[config.mk]
export PLATFORM = sky130hd
export DESIGN_NAME = ansi_csi_escape_parser_unit
export DESIGN_NICKNAME = d
export VERILOG_FILES = /design/src/rtl/acsi_pkg.sv /design/src/rtl/ansi_csi_escape_parser_unit.sv /design/src/rtl/acsi_front.sv /design/src/rtl/acsi_queue.sv /design/src/rtl/acsi_back.sv
export SDC_FILE = /design/constraint.sdc
export NUM_CORES = 1
export LEC_CHECK = 0
export ABC_AREA = 1
export BUFFER_PORTS_ARGS = -buffer_cell sky130_fd_sc_hd__buf_2
export CAP_MARGIN = 20
export CORE_ASPECT_RATIO = 0.75
export CORE_MARGIN = 2
export CORE_UTILIZATION = 45
export DETAILED_ROUTE_END_ITERATION = 10
export SYNTH_ARGS = -nofsm -noshare
export SYNTH_HDL_FRONTEND = slang
export SYNTH_HIERARCHICAL = 1
export SYNTH_SLANG_ARGS = --single-unit
[constraint.sdc]
create_clock -name clk -period 7.4 [get_ports clk]
set_input_delay 1.48 -clock clk [delete_from_list [all_inputs] [get_ports clk]]
set_output_delay 1.48 -clock clk [all_outputs]
set_load 0.1 [all_outputs]
[src/rtl/acsi_pkg.sv]
// acsi_pkg: shared constants, types and helper functions for the csi parser
// used by acsi_front, acsi_queue, acsi_back and ansi_csi_escape_parser_unit
package acsi_pkg;

	localparam int ARG_SLOTS_DEF = 8;
	localparam int MAX_RESULTS   = 16;
	localparam int QUEUE_DEPTH   = 2;
	localparam int CFG_IDX_W     = 1;
	localparam int CFG_DATA_W    = 9;

	localparam logic [CFG_IDX_W-1:0] REG_SCREEN_WIDTH  = 1'b0;
	localparam logic [CFG_IDX_W-1:0] REG_SCREEN_HEIGHT = 1'b1;
	localparam logic [8:0] SCREEN_WIDTH_RST  = 9'd80;
	localparam logic [8:0] SCREEN_HEIGHT_RST = 9'd25;

	localparam logic [15:0] VALUE_MAX = 16'hFFFF;

	localparam logic [7:0] CH_ESC      = 8'h1B;
	localparam logic [7:0] CH_LBRACKET = 8'h5B;
	localparam logic [7:0] CH_SEMI     = 8'h3B;
	localparam logic [7:0] CH_ZERO     = 8'h30;
	localparam logic [7:0] CH_NINE     = 8'h39;
	localparam logic [7:0] CH_SGR      = 8'h6D;
	localparam logic [7:0] CH_UP       = 8'h41;
	localparam logic [7:0] CH_DOWN     = 8'h42;
	localparam logic [7:0] CH_RIGHT    = 8'h43;
	localparam logic [7:0] CH_LEFT     = 8'h44;
	localparam logic [7:0] CH_HOME     = 8'h48;
	localparam logic [7:0] CH_HOME_F   = 8'h66;
	localparam logic [7:0] CH_ERASE    = 8'h4A;

	localparam logic [15:0] SGR_BRIGHT_FG = 16'd1;
	localparam logic [15:0] SGR_BRIGHT_BG = 16'd21;
	localparam logic [15:0] SGR_FG_LO     = 16'd30;
	localparam logic [15:0] SGR_FG_HI     = 16'd37;
	localparam logic [15:0] SGR_BG_LO     = 16'd40;
	localparam logic [15:0] SGR_BG_HI     = 16'd47;
	localparam logic [15:0] ERASE_ALL     = 16'd2;
	localparam logic [3:0]  FG_DEFAULT    = 4'd7;
	localparam logic [3:0]  BG_DEFAULT    = 4'd0;

	localparam logic [2:0] KIND_PRINT = 3'd0;
	localparam logic [2:0] KIND_FG    = 3'd1;
	localparam logic [2:0] KIND_BG    = 3'd2;
	localparam logic [2:0] KIND_MOVE  = 3'd3;
	localparam logic [2:0] KIND_CLEAR = 3'd4;

	localparam logic [2:0] CMD_PRINT = 3'd0;
	localparam logic [2:0] CMD_SGR   = 3'd1;
	localparam logic [2:0] CMD_UP    = 3'd2;
	localparam logic [2:0] CMD_DOWN  = 3'd3;
	localparam logic [2:0] CMD_RIGHT = 3'd4;
	localparam logic [2:0] CMD_LEFT  = 3'd5;
	localparam logic [2:0] CMD_HOME  = 3'd6;
	localparam logic [2:0] CMD_CLEAR = 3'd7;

	localparam logic [2:0] CLS_NONE      = 3'd0;
	localparam logic [2:0] CLS_RESET     = 3'd1;
	localparam logic [2:0] CLS_FG_BRIGHT = 3'd2;
	localparam logic [2:0] CLS_BG_BRIGHT = 3'd3;
	localparam logic [2:0] CLS_FG        = 3'd4;
	localparam logic [2:0] CLS_BG        = 3'd5;

	typedef struct packed {
		logic [2:0] op;
		logic [2:0] color;
	} sgr_arg_t;

	typedef struct packed {
		logic [2:0]  cmd;
		logic [7:0]  ch;
		logic [7:0]  cx;
		logic [7:0]  cy;
		logic [15:0] n0;
		logic [15:0] n1;
	} cmd_t;

	typedef struct packed {
		logic [2:0] kind;
		logic [7:0] ch;
		logic [3:0] color;
		logic [7:0] x;
		logic [7:0] y;
		logic       last;
	} res_t;

	function automatic sgr_arg_t sgr_classify(logic empty, logic [15:0] v);
		sgr_arg_t r;
		logic [15:0] d30;
		logic [15:0] d40;
		begin
			r.op = CLS_NONE;
			r.color = 3'd0;
			d30 = v - SGR_FG_LO;
			d40 = v - SGR_BG_LO;
			if (empty || v == 16'd0) begin
				r.op = CLS_RESET;
			end else if (v == SGR_BRIGHT_FG) begin
				r.op = CLS_FG_BRIGHT;
			end else if (v == SGR_BRIGHT_BG) begin
				r.op = CLS_BG_BRIGHT;
			end else if (v >= SGR_FG_LO && v <= SGR_FG_HI) begin
				r.op = CLS_FG;
				r.color = d30[2:0];
			end else if (v >= SGR_BG_LO && v <= SGR_BG_HI) begin
				r.op = CLS_BG;
				r.color = d40[2:0];
			end
			return r;
		end
	endfunction

	function automatic logic [15:0] count_arg(logic empty, logic [15:0] v);
		return (empty || v == 16'd0) ? 16'd1 : v;
	endfunction

	// last valid coordinate for a size register
	function automatic logic [7:0] size_limit(logic [8:0] s);
		logic [8:0] m;
		begin
			m = s - 9'd1;
			if (s == 9'd0) begin
				return 8'd0;
			end else if (s > 9'd256) begin
				return 8'd255;
			end
			return m[7:0];
		end
	endfunction

endpackage

[src/rtl/ansi_csi_escape_parser_unit.sv]
// ansi_csi_escape_parser_unit: top level of the csi escape parser
// depends on acsi_pkg, acsi_front, acsi_queue and acsi_back
//
// input channel: one console byte per beat with the display's cursor
// (in_valid/in_ready). output channel: display commands (out_valid/out_ready),
// last marks the final command caused by one byte; bytes that cause nothing
// give no output beat.
// config: cfg_we/cfg_index/cfg_data write screen_width (0) and screen_height (1)
// a byte's first command passes the command queue, then the result register.
// throughput: one byte per cycle into a 2-entry command queue while in_ready
// is high; print, move and clear commands leave at one per cycle while the
// receiver takes them. an sgr final byte holds the back end while it walks its
// arguments (an emitting reset gives fg and bg), so the sgr walk sets the rate.
// reset: parser waits for escape, bright flags clear, screen is 80 x 25.
// when the receiver stalls the result register holds, the queue fills and
// in_ready drops once both entries are taken.
module ansi_csi_escape_parser_unit import acsi_pkg::*; #(
	parameter int ARG_SLOTS = ARG_SLOTS_DEF
) (
	input  logic                  clk,
	input  logic                  arst_n,
	input  logic                  in_valid,
	output logic                  in_ready,
	input  logic [7:0]            in_byte,
	input  logic [7:0]            cur_x,
	input  logic [7:0]            cur_y,
	output logic                  out_valid,
	input  logic                  out_ready,
	output logic [2:0]            kind,
	output logic [7:0]            out_char,
	output logic [3:0]            color_index,
	output logic [7:0]            new_x,
	output logic [7:0]            new_y,
	output logic                  last,
	input  logic                  cfg_we,
	input  logic [CFG_IDX_W-1:0]  cfg_index,
	input  logic [CFG_DATA_W-1:0] cfg_data
);

	localparam int CNT_W  = $clog2(ARG_SLOTS + 1);
	localparam int ARGS_W = ARG_SLOTS * $bits(sgr_arg_t);
	localparam int DATA_W = $bits(cmd_t) + ARGS_W + CNT_W;

	logic [8:0]               screen_width_q;
	logic [8:0]               screen_height_q;

	logic                     push;
	logic                     push_ready;
	cmd_t                     push_cmd;
	sgr_arg_t [ARG_SLOTS-1:0] push_args;
	logic [CNT_W-1:0]         push_cnt;
	logic                     q_valid;
	logic                     q_pop;
	logic [DATA_W-1:0]        q_data;
	cmd_t                     q_cmd;
	sgr_arg_t [ARG_SLOTS-1:0] q_args;
	logic [CNT_W-1:0]         q_cnt;
	res_t                     res;

	always_ff @(posedge clk or negedge arst_n) begin
		if (!arst_n) begin
			screen_width_q <= SCREEN_WIDTH_RST;
			screen_height_q <= SCREEN_HEIGHT_RST;
		end else if (cfg_we) begin
			case (cfg_index)
				REG_SCREEN_WIDTH: screen_width_q <= cfg_data;
				REG_SCREEN_HEIGHT: screen_height_q <= cfg_data;
				default: ;
			endcase
		end
	end

	acsi_front #(.ARG_SLOTS(ARG_SLOTS)) u_front (
		.clk       (clk),
		.arst_n    (arst_n),
		.in_valid  (in_valid),
		.in_ready  (in_ready),
		.in_byte   (in_byte),
		.cur_x     (cur_x),
		.cur_y     (cur_y),
		.push      (push),
		.push_ready(push_ready),
		.push_cmd  (push_cmd),
		.push_args (push_args),
		.push_cnt  (push_cnt)
	);

	acsi_queue #(.DATA_W(DATA_W)) u_queue (
		.clk       (clk),
		.arst_n    (arst_n),
		.push      (push),
		.push_ready(push_ready),
		.push_data ({push_cmd, push_args, push_cnt}),
		.pop_valid (q_valid),
		.pop       (q_pop),
		.pop_data  (q_data)
	);

	assign {q_cmd, q_args, q_cnt} = q_data;

	acsi_back #(.ARG_SLOTS(ARG_SLOTS)) u_back (
		.clk      (clk),
		.arst_n   (arst_n),
		.q_valid  (q_valid),
		.q_pop    (q_pop),
		.q_cmd    (q_cmd),
		.q_args   (q_args),
		.q_cnt    (q_cnt),
		.w_lim    (size_limit(screen_width_q)),
		.h_lim    (size_limit(screen_height_q)),
		.out_valid(out_valid),
		.out_ready(out_ready),
		.out_res  (res)
	);

	assign kind = res.kind;
	assign out_char = res.ch;
	assign color_index = res.color;
	assign new_x = res.x;
	assign new_y = res.y;
	assign last = res.last;

endmodule

[src/rtl/acsi_front.sv]
// acsi_front: byte parser, collects csi arguments and classifies sgr args
// depends on acsi_pkg; feeds command beats to acsi_queue
module acsi_front import acsi_pkg::*; #(
	parameter int ARG_SLOTS = ARG_SLOTS_DEF,
	localparam int CNT_W = $clog2(ARG_SLOTS + 1),
	localparam int IDX_W = $clog2(ARG_SLOTS)
) (
	input  logic                     clk,
	input  logic                     arst_n,
	input  logic                     in_valid,
	output logic                     in_ready,
	input  logic [7:0]               in_byte,
	input  logic [7:0]               cur_x,
	input  logic [7:0]               cur_y,
	output logic                     push,
	input  logic                     push_ready,
	output cmd_t                     push_cmd,
	output sgr_arg_t [ARG_SLOTS-1:0] push_args,
	output logic [CNT_W-1:0]         push_cnt
);

	localparam logic [1:0] PH_WAIT    = 2'd0;
	localparam logic [1:0] PH_BRACKET = 2'd1;
	localparam logic [1:0] PH_ARGS    = 2'd2;

	logic [1:0]               phase_q;
	logic [CNT_W-1:0]         cnt_q;
	logic [15:0]              acc_q;
	logic                     acc_empty_q;
	logic [15:0]              s0_q;
	logic                     s0_empty_q;
	logic [15:0]              s1_q;
	logic                     s1_empty_q;
	sgr_arg_t [ARG_SLOTS-1:0] cls_q;

	logic                     accept;
	logic                     is_digit;
	logic [7:0]               digit;
	logic [19:0]              acc_wide;
	logic [15:0]              acc_next;
	logic                     k_slot;
	logic [CNT_W-1:0]         cnt_inc;
	logic                     e0_empty;
	logic [15:0]              e0_val;
	logic                     e1_empty;
	logic [15:0]              e1_val;
	sgr_arg_t [ARG_SLOTS-1:0] args_d;

	assign in_ready = push_ready;

	always_comb begin
		accept = in_valid && push_ready;
		is_digit = (in_byte >= CH_ZERO) && (in_byte <= CH_NINE);
		digit = in_byte - CH_ZERO;
		acc_wide = ({4'd0, acc_q} << 3) + ({4'd0, acc_q} << 1) + {16'd0, digit[3:0]};
		acc_next = (acc_wide > {4'd0, VALUE_MAX}) ? VALUE_MAX : acc_wide[15:0];
		k_slot = cnt_q < CNT_W'(ARG_SLOTS);
		cnt_inc = k_slot ? cnt_q + CNT_W'(1) : cnt_q;
		args_d = cls_q;
		if (k_slot) begin
			args_d[cnt_q[IDX_W-1:0]] = sgr_classify(acc_empty_q, acc_q);
		end
		e0_empty = (cnt_q == '0) ? acc_empty_q : s0_empty_q;
		e0_val = (cnt_q == '0) ? acc_q : s0_q;
		e1_empty = (cnt_q == CNT_W'(1)) ? acc_empty_q : s1_empty_q;
		e1_val = (cnt_q == CNT_W'(1)) ? acc_q : s1_q;

		push_cmd.cmd = CMD_PRINT;
		push_cmd.ch = in_byte;
		push_cmd.cx = cur_x;
		push_cmd.cy = cur_y;
		push_cmd.n0 = count_arg(e0_empty, e0_val);
		push_cmd.n1 = count_arg(e1_empty, e1_val);
		push_args = args_d;
		push_cnt = cnt_inc;
		push = 1'b0;
		case (phase_q)
			PH_WAIT: begin
				push = accept && (in_byte != CH_ESC);
			end
			PH_BRACKET: begin
				push = accept && (in_byte != CH_LBRACKET);
			end
			PH_ARGS: begin
				if (!is_digit && in_byte != CH_SEMI) begin
					case (in_byte)
						CH_SGR: begin
							push_cmd.cmd = CMD_SGR;
							push = accept;
						end
						CH_UP: begin
							push_cmd.cmd = CMD_UP;
							push = accept;
						end
						CH_DOWN: begin
							push_cmd.cmd = CMD_DOWN;
							push = accept;
						end
						CH_RIGHT: begin
							push_cmd.cmd = CMD_RIGHT;
							push = accept;
						end
						CH_LEFT: begin
							push_cmd.cmd = CMD_LEFT;
							push = accept;
						end
						CH_HOME, CH_HOME_F: begin
							push_cmd.cmd = CMD_HOME;
							push = accept;
						end
						CH_ERASE: begin
							push_cmd.cmd = CMD_CLEAR;
							push = accept && !e0_empty && (e0_val == ERASE_ALL);
						end
						default: ;
					endcase
				end
			end
			default: ;
		endcase
	end

	always_ff @(posedge clk or negedge arst_n) begin
		if (!arst_n) begin
			phase_q <= PH_WAIT;
			cnt_q <= '0;
			acc_empty_q <= 1'b1;
			s0_empty_q <= 1'b1;
			s1_empty_q <= 1'b1;
		end else if (accept) begin
			case (phase_q)
				PH_WAIT: begin
					if (in_byte == CH_ESC) begin
						phase_q <= PH_BRACKET;
						cnt_q <= '0;
						acc_empty_q <= 1'b1;
						s0_empty_q <= 1'b1;
						s1_empty_q <= 1'b1;
					end
				end
				PH_BRACKET: begin
					phase_q <= (in_byte == CH_LBRACKET) ? PH_ARGS : PH_WAIT;
				end
				PH_ARGS: begin
					if (is_digit) begin
						acc_empty_q <= 1'b0;
					end else begin
						cnt_q <= cnt_inc;
						acc_empty_q <= 1'b1;
						if (cnt_q == '0) begin
							s0_empty_q <= acc_empty_q;
						end
						if (cnt_q == CNT_W'(1)) begin
							s1_empty_q <= acc_empty_q;
						end
						if (in_byte != CH_SEMI) begin
							phase_q <= PH_WAIT;
						end
					end
				end
				default: phase_q <= PH_WAIT;
			endcase
		end
	end

	always_ff @(posedge clk) begin
		if (accept) begin
			if (phase_q == PH_WAIT && in_byte == CH_ESC) begin
				acc_q <= 16'd0;
			end else if (phase_q == PH_ARGS) begin
				if (is_digit) begin
					acc_q <= acc_next;
				end else begin
					acc_q <= 16'd0;
					cls_q <= args_d;
					if (cnt_q == '0) begin
						s0_q <= acc_q;
					end
					if (cnt_q == CNT_W'(1)) begin
						s1_q <= acc_q;
					end
				end
			end
		end
	end

endmodule

[src/rtl/acsi_queue.sv]
// acsi_queue: short command queue between parser front and executing back
// depends on acsi_pkg for the queue depth
module acsi_queue import acsi_pkg::*; #(
	parameter int DATA_W = 8,
	localparam int PTR_W = $clog2(QUEUE_DEPTH),
	localparam int CNT_W = $clog2(QUEUE_DEPTH + 1)
) (
	input  logic              clk,
	input  logic              arst_n,
	input  logic              push,
	output logic              push_ready,
	input  logic [DATA_W-1:0] push_data,
	output logic              pop_valid,
	input  logic              pop,
	output logic [DATA_W-1:0] pop_data
);

	logic [DATA_W-1:0] mem_q [QUEUE_DEPTH];
	logic [PTR_W-1:0]  wr_ptr_q;
	logic [PTR_W-1:0]  rd_ptr_q;
	logic [CNT_W-1:0]  count_q;
	logic              do_push;
	logic              do_pop;

	assign push_ready = count_q != CNT_W'(QUEUE_DEPTH);
	assign pop_valid = count_q != '0;
	assign pop_data = mem_q[rd_ptr_q];
	assign do_push = push && push_ready;
	assign do_pop = pop && pop_valid;

	always_ff @(posedge clk or negedge arst_n) begin
		if (!arst_n) begin
			wr_ptr_q <= '0;
			rd_ptr_q <= '0;
			count_q <= '0;
		end else begin
			if (do_push) begin
				wr_ptr_q <= (wr_ptr_q == PTR_W'(QUEUE_DEPTH - 1)) ? '0 : wr_ptr_q + PTR_W'(1);
			end
			if (do_pop) begin
				rd_ptr_q <= (rd_ptr_q == PTR_W'(QUEUE_DEPTH - 1)) ? '0 : rd_ptr_q + PTR_W'(1);
			end
			if (do_push && !do_pop) begin
				count_q <= count_q + CNT_W'(1);
			end else if (do_pop && !do_push) begin
				count_q <= count_q - CNT_W'(1);
			end
		end
	end

	always_ff @(posedge clk) begin
		if (do_push) begin
			mem_q[wr_ptr_q] <= push_data;
		end
	end

	a_push_fills: assert property (@(posedge clk) disable iff (!arst_n)
		do_push |=> pop_valid)
		else $error("queue empty right after a push");

	a_count_bound: assert property (@(posedge clk) disable iff (!arst_n)
		count_q <= CNT_W'(QUEUE_DEPTH))
		else $error("queue count past depth");

	a_pop_frees: assert property (@(posedge clk) disable iff (!arst_n)
		do_pop |=> push_ready)
		else $error("queue still full right after a pop");

endmodule

[src/rtl/acsi_back.sv]
// acsi_back: executes queued commands, walks sgr arguments, owns bright flags
// depends on acsi_pkg; drives the registered result channel
module acsi_back import acsi_pkg::*; #(
	parameter int ARG_SLOTS = ARG_SLOTS_DEF,
	localparam int CNT_W = $clog2(ARG_SLOTS + 1),
	localparam int IDX_W = $clog2(ARG_SLOTS),
	localparam int RES_W = $clog2(MAX_RESULTS + 1)
) (
	input  logic                     clk,
	input  logic                     arst_n,
	input  logic                     q_valid,
	output logic                     q_pop,
	input  cmd_t                     q_cmd,
	input  sgr_arg_t [ARG_SLOTS-1:0] q_args,
	input  logic [CNT_W-1:0]         q_cnt,
	input  logic [7:0]               w_lim,
	input  logic [7:0]               h_lim,
	output logic                     out_valid,
	input  logic                     out_ready,
	output res_t                     out_res
);

	logic [IDX_W-1:0] idx_q;
	logic             sub_q;
	logic [RES_W-1:0] nres_q;
	logic             fg_bright_q;
	logic             bg_bright_q;
	logic             out_valid_q;
	res_t             res_q;

	sgr_arg_t         arg;
	logic             is_sgr;
	logic             room;
	logic             step;
	logic             arg_emits;
	logic             arg_done;
	logic             last_arg;
	logic             later;
	logic             emit_now;
	logic             pop_now;
	logic [16:0]      sum_y;
	logic [16:0]      sum_x;
	logic [15:0]      home_y;
	logic [15:0]      home_x;
	res_t             res_d;

	always_comb begin
		arg = q_args[idx_q];
		is_sgr = q_cmd.cmd == CMD_SGR;
		room = nres_q < RES_W'(MAX_RESULTS);
		step = q_valid && (!out_valid_q || out_ready);
		arg_emits = (arg.op == CLS_RESET) || (arg.op == CLS_FG) || (arg.op == CLS_BG);
		arg_done = !(arg.op == CLS_RESET && !sub_q && room);
		last_arg = (CNT_W'(idx_q) + CNT_W'(1)) == q_cnt;
		later = (arg.op == CLS_RESET) && !sub_q;
		for (int j = 0; j < ARG_SLOTS; j++) begin
			if (j > int'(idx_q) && j < int'(q_cnt) &&
			    (q_args[j].op == CLS_RESET || q_args[j].op == CLS_FG ||
			     q_args[j].op == CLS_BG)) begin
				later = 1'b1;
			end
		end
		emit_now = is_sgr ? (room && arg_emits) : 1'b1;
		pop_now = is_sgr ? (arg_done && last_arg) : 1'b1;
		q_pop = step && pop_now;

		sum_y = {9'd0, q_cmd.cy} + {1'b0, q_cmd.n0};
		sum_x = {9'd0, q_cmd.cx} + {1'b0, q_cmd.n0};
		home_y = q_cmd.n0 - 16'd1;
		home_x = q_cmd.n1 - 16'd1;

		res_d.kind = KIND_PRINT;
		res_d.ch = 8'd0;
		res_d.color = 4'd0;
		res_d.x = 8'd0;
		res_d.y = 8'd0;
		res_d.last = 1'b1;
		case (q_cmd.cmd)
			CMD_PRINT: begin
				res_d.ch = q_cmd.ch;
			end
			CMD_SGR: begin
				res_d.last = !later || (nres_q == RES_W'(MAX_RESULTS - 1));
				case (arg.op)
					CLS_RESET: begin
						res_d.kind = sub_q ? KIND_BG : KIND_FG;
						res_d.color = sub_q ? BG_DEFAULT : FG_DEFAULT;
					end
					CLS_FG: begin
						res_d.kind = KIND_FG;
						res_d.color = {fg_bright_q, arg.color};
					end
					CLS_BG: begin
						res_d.kind = KIND_BG;
						res_d.color = {bg_bright_q, arg.color};
					end
					default: ;
				endcase
			end
			CMD_UP: begin
				res_d.kind = KIND_MOVE;
				res_d.x = q_cmd.cx;
				res_d.y = ({8'd0, q_cmd.cy} >= q_cmd.n0) ? q_cmd.cy - q_cmd.n0[7:0] : 8'd0;
			end
			CMD_DOWN: begin
				res_d.kind = KIND_MOVE;
				res_d.x = q_cmd.cx;
				res_d.y = (sum_y > {9'd0, h_lim}) ? h_lim : sum_y[7:0];
			end
			CMD_RIGHT: begin
				res_d.kind = KIND_MOVE;
				res_d.y = q_cmd.cy;
				res_d.x = (sum_x > {9'd0, w_lim}) ? w_lim : sum_x[7:0];
			end
			CMD_LEFT: begin
				res_d.kind = KIND_MOVE;
				res_d.y = q_cmd.cy;
				res_d.x = ({8'd0, q_cmd.cx} >= q_cmd.n0) ? q_cmd.cx - q_cmd.n0[7:0] : 8'd0;
			end
			CMD_HOME: begin
				res_d.kind = KIND_MOVE;
				res_d.y = (home_y > {8'd0, h_lim}) ? h_lim : home_y[7:0];
				res_d.x = (home_x > {8'd0, w_lim}) ? w_lim : home_x[7:0];
			end
			CMD_CLEAR: begin
				res_d.kind = KIND_CLEAR;
			end
			default: ;
		endcase
	end

	always_ff @(posedge clk or negedge arst_n) begin
		if (!arst_n) begin
			idx_q <= '0;
			sub_q <= 1'b0;
			nres_q <= '0;
			fg_bright_q <= 1'b0;
			bg_bright_q <= 1'b0;
			out_valid_q <= 1'b0;
		end else begin
			if (step && emit_now) begin
				out_valid_q <= 1'b1;
			end else if (out_ready) begin
				out_valid_q <= 1'b0;
			end
			if (step && is_sgr) begin
				if (pop_now) begin
					nres_q <= '0;
				end else if (emit_now) begin
					nres_q <= nres_q + RES_W'(1);
				end
				if (arg_done) begin
					idx_q <= last_arg ? '0 : idx_q + IDX_W'(1);
					sub_q <= 1'b0;
				end else begin
					sub_q <= 1'b1;
				end
				case (arg.op)
					CLS_FG_BRIGHT: fg_bright_q <= 1'b1;
					CLS_BG_BRIGHT: bg_bright_q <= 1'b1;
					CLS_RESET: begin
						if (arg_done) begin
							fg_bright_q <= 1'b0;
							bg_bright_q <= 1'b0;
						end
					end
					default: ;
				endcase
			end
		end
	end

	always_ff @(posedge clk) begin
		if (step && emit_now) begin
			res_q <= res_d;
		end
	end

	assign out_valid = out_valid_q;
	assign out_res = res_q;

	a_nres_bound: assert property (@(posedge clk) disable iff (!arst_n)
		nres_q <= RES_W'(MAX_RESULTS))
		else $error("result count past limit");

	a_sub_on_reset: assert property (@(posedge clk) disable iff (!arst_n)
		sub_q |-> q_valid && is_sgr && arg.op == CLS_RESET)
		else $error("second reset beat without a reset argument");

	a_walk_rewinds: assert property (@(posedge clk) disable iff (!arst_n)
		q_pop && is_sgr |=> idx_q == '0 && !sub_q && nres_q == '0)
		else $error("sgr walk state not rewound after pop");

endmodule
==> impl_metrics.tcl <==
set metrics [dict create \
    worstSkewPairLatency_ns 0.57 \
    hold_path.startpoint "u_front/s1_empty_q" \
    layout_worst_path_cycle_share 0.689 \
    result_of_the_run "finished clean" \
    drc 0 \
    core-area_sq_um 51800 \
    floorplan.initialDensity 0.458 \
    rr_worst_depth 21 \
    flow.area_growth_from_synthesis_pct 9.08 \
    rsz_0062_raised_after_global_routing "no" \
    post_synth.cell_area_avg_sq_um 8.26 \
    ys.warnings.count 6 \
    maximum_number_of_pins_on_one_net_before_global_route_repair 92 \
    worst_case_clock_buffer_depth 3 \
    final.setup_skew_ns 0.0261 \
    startpoint "u_queue/rd_ptr_q" \
    syn_area_sq_um 23700 \
    ctsHtreeMaxLevel 2 \
    synth_nets 3029 \
    async_flop_share 0.109 \
    cts_num_sinks 393 \
    grt_remaining_overflow 0 \
    final_layout_size_suffix_gt1_frac 0.0824 \
    number_of_buffers_created_by_cts 42 \
    number_of_i_o_pins 73 \
    mostFrequentLayoutCell "sky130_fd_sc_hd__nand2_1" \
    post_cts_hold_buffer_count 0 \
    power_density_nw_per_um2 484 \
    yosys.area.top_type "sky130_fd_sc_hd__edfxtp_1" \
    totalWireLength_mm 63.2 \
    final_cell_mix "sky130_fd_sc_hd__nand2_1 (956), sky130_fd_sc_hd__inv_1 (377), sky130_fd_sc_hd__edfxtp_1 (350), sky130_fd_sc_hd__nor2_1 (247), sky130_fd_sc_hd__nand3_1 (189)" \
    floorplan.die_area_sq_um 54600 \
    sequential_cell_area_fraction_in_the_yosys_report 0.489 \
    dp_wirelength_mm 47.0 \
    synth.top_cells.by_area "sky130_fd_sc_hd__edfxtp_1 (44%), sky130_fd_sc_hd__nand2_1 (15%), sky130_fd_sc_hd__inv_1 (6.0%), sky130_fd_sc_hd__ha_1 (6.0%), sky130_fd_sc_hd__nand3_1 (4.0%)" \
    root_buffer "sky130_fd_sc_hd__clkbuf_16" \
    synth-main-ff-cell "sky130_fd_sc_hd__edfxtp_1" \
    die_height_um 203 \
    finalSetupViolations 0 \
    critical_path.reg2reg.startpoint "u_queue/rd_ptr_q" \
    drt_pass1_iterations 5 \
    post-cts-setup-buffers 0 \
    relSlewSlack 0.266 \
    fin_total_pwr_mw 12.5 \
    synth_top_area_share 0.443 \
    hold_path_end "u_front/s1_empty_q" \
    finalWeightedCongestion 0.933 \
    worst_pin_slew_ns 1.10 \
    grt_first_pass_wirelength_mm 98.6 \
    number_of_antenna_violations_at_the_first_check_in_global_routing 2 \
    timing.critical_path.from_type "flip-flop" \
    setup.worst_path.end_class "flip-flop" \
    clock_slew_seen_by_the_registers_of_the_worst_setup_and_hold_paths_ns 0.06 \
    detail_route.wl_per_cell_um 17.3 \
    number_of_enable_flip_flop_cells_after_synthesis 350 \
    critPathRequiredTime_ns 7.72 \
    groute.usage.overall 0.229 \
    cp_max_fo 72 \
    detailroute.via_count 19000 \
    fp-row-count 72 \
    first_global_vias 17300 \
    placement.io_buffers 72 \
    hold_path.class "flip-flop to flip-flop" \
    initialDrtViolationCount 2061 \
    cts_repair_resize_count 0 \
    setup.reg_to_reg.worst_slack_ns 2.30 \
    cts_tree "done" \
    leakage_nw 11.8 \
    fmaxAchievable_mhz 196 \
    ys_seq_elements 393 \
    critical_path_arrival_ns 5.42 \
    post_drt_via_cell_ratio 5.20 \
    synth.distinct_cells 55 \
    synthesis.instances 2871 \
    maxCapViolCount 0 \
    vdd.ir_drop.worst_mv 0.362 \
    timing_worst_setup_path_type "flip-flop to flip-flop" \
    timing_hold_violations_final 0 \
    whs_path_depth 2 \
    timing.final.max_slew_violations 0 \
    final.min_clock_period_ns 5.10 \
    fin_nets 3075 \
    chipWidth_um 269 \
    drt.antenna.violating_nets 0 \
    utilization 0.500 \
    crit-reg2reg-capture "u_back/out_res[15]" \
]
## through the flow
step           setup TNS, ns  hold WS (ns)  cells  setup slack (ns)  area [sq um]
5_1_grt                    0         0.501   3651              1.87         25900
6_report                   0         0.474   3652              2.30         25900
4_1_cts                    0         0.477   3650              2.32         25800
3_5_place_dp               0         0.467   3575              2.36         24500
3_3_place_gp               0         0.463   3574              2.40         24500
2_1_floorplan        -102.72         0.451   2871            -0.463         23700
## cell usage after synthesis (35+ instances only)
| library cell | n |
|---|---|
| sky130_fd_sc_hd__a21oi_1 | 91 |
| sky130_fd_sc_hd__buf_4 | 35 |
| sky130_fd_sc_hd__dfrtp_1 | 35 |
| sky130_fd_sc_hd__edfxtp_1 | 350 |
| sky130_fd_sc_hd__ha_1 | 113 |
| sky130_fd_sc_hd__inv_1 | 377 |
| sky130_fd_sc_hd__nand2_1 | 956 |
| sky130_fd_sc_hd__nand3_1 | 189 |
| sky130_fd_sc_hd__nor2_1 | 250 |
| sky130_fd_sc_hd__o21ai_0 | 96 |
| sky130_fd_sc_hd__o21ai_1 | 58 |
| sky130_fd_sc_hd__xor2_1 | 37 |
## how the worst max path moves through the flow
stage / endpoint / slack (ns) / cells after the start
finish: u_back/out_res[15] / 2.30 / 21
floorplan: u_queue/mem_q[0][0] / -0.46 / 13
global route: u_back/out_res[15] / 1.87 / 21
detailed placement: u_back/out_res[15] / 2.36 / 21
global placement: u_back/out_res[9] / 2.40 / 26
CTS: u_back/out_res[15] / 2.32 / 21
## sequential cells by signal, summed over array words and instances, names as in the netlist, 2 cells and up
name and flops:
u_back/nres_q 5, screen_width_q 9, u_queue/mem_q 222, u_front/acc_q 16
u_front/s1_q 16, u_back/idx_q 3, u_front/cls_q 48, u_back/out_res 32
u_queue/count_q 2, u_front/phase_q 2, screen_height_q 9, u_front/cnt_q 4
u_front/s0_q 16
## worst max-delay path: stages (launching register included)
cell	delay, ns
sky130_fd_sc_hd__dfrtp_4	0.72
sky130_fd_sc_hd__inv_4	0.70
sky130_fd_sc_hd__buf_4	0.56
sky130_fd_sc_hd__nand2_1	0.10
sky130_fd_sc_hd__nand2_1	0.15
sky130_fd_sc_hd__inv_1	0.09
sky130_fd_sc_hd__ha_1	0.26
sky130_fd_sc_hd__nand3_1	0.18
sky130_fd_sc_hd__xor2_1	0.29
sky130_fd_sc_hd__inv_1	0.09
sky130_fd_sc_hd__ha_1	0.28
sky130_fd_sc_hd__nand2_1	0.07
sky130_fd_sc_hd__nor2_1	0.15
sky130_fd_sc_hd__nand4_1	0.10
sky130_fd_sc_hd__nand2_1	0.08
sky130_fd_sc_hd__nand2_1	0.06
sky130_fd_sc_hd__nor2_2	0.46
sky130_fd_sc_hd__nand3_1	0.14
sky130_fd_sc_hd__nand2_1	0.14
sky130_fd_sc_hd__nor2_1	0.06
sky130_fd_sc_hd__nor2_1	0.09
sky130_fd_sc_hd__nand2_1	0.06
## logic make-up (layout without fill, tap and decap cells)
logic type	after synthesis	after routing	synth area share
AO/OA/AOI/OAI	292	292	0.0671
other	0	1	0
buffers and inverters	493	570	0.0910
flip-flops	393	393	0.489
XOR/XNOR	54	54	0.0199
AND/OR/NAND/NOR	1520	1520	0.268
adder cells (fa/ha/maj)	119	119	0.0647
## report_power, final
| group | switching (mW) | internal (mW) | leakage, nW | total, mW |
|---|---|---|---|---|
| Sequential | 0.273 | 3.21 | 3.75 | 3.48 |
| Clock | 0.893 | 1.20 | 0.659 | 2.09 |
| Combinational | 5.10 | 1.85 | 7.43 | 6.95 |
## cell type report
type / count / area, sq um
well taps: 703 / 880
diodes: 1 / 2.50
multi-input cells: 1985 / 10000
inverters: 409 / 1540
fillers: 4930 / 25900
repair buffers: 86 / 510
flip-flops and latches: 393 / 11600
clock inverters: 27 / 256
clock buffers: 48 / 1080
## layer usage
layer / track usage / routed length [um]
met1: 0.358 / 31300
met2: 0.328 / 26000
met3: 0.0406 / 4850
met4: 0.0519 / 1040
met5: 0 / 0
(Power assumes the default switching activity.)
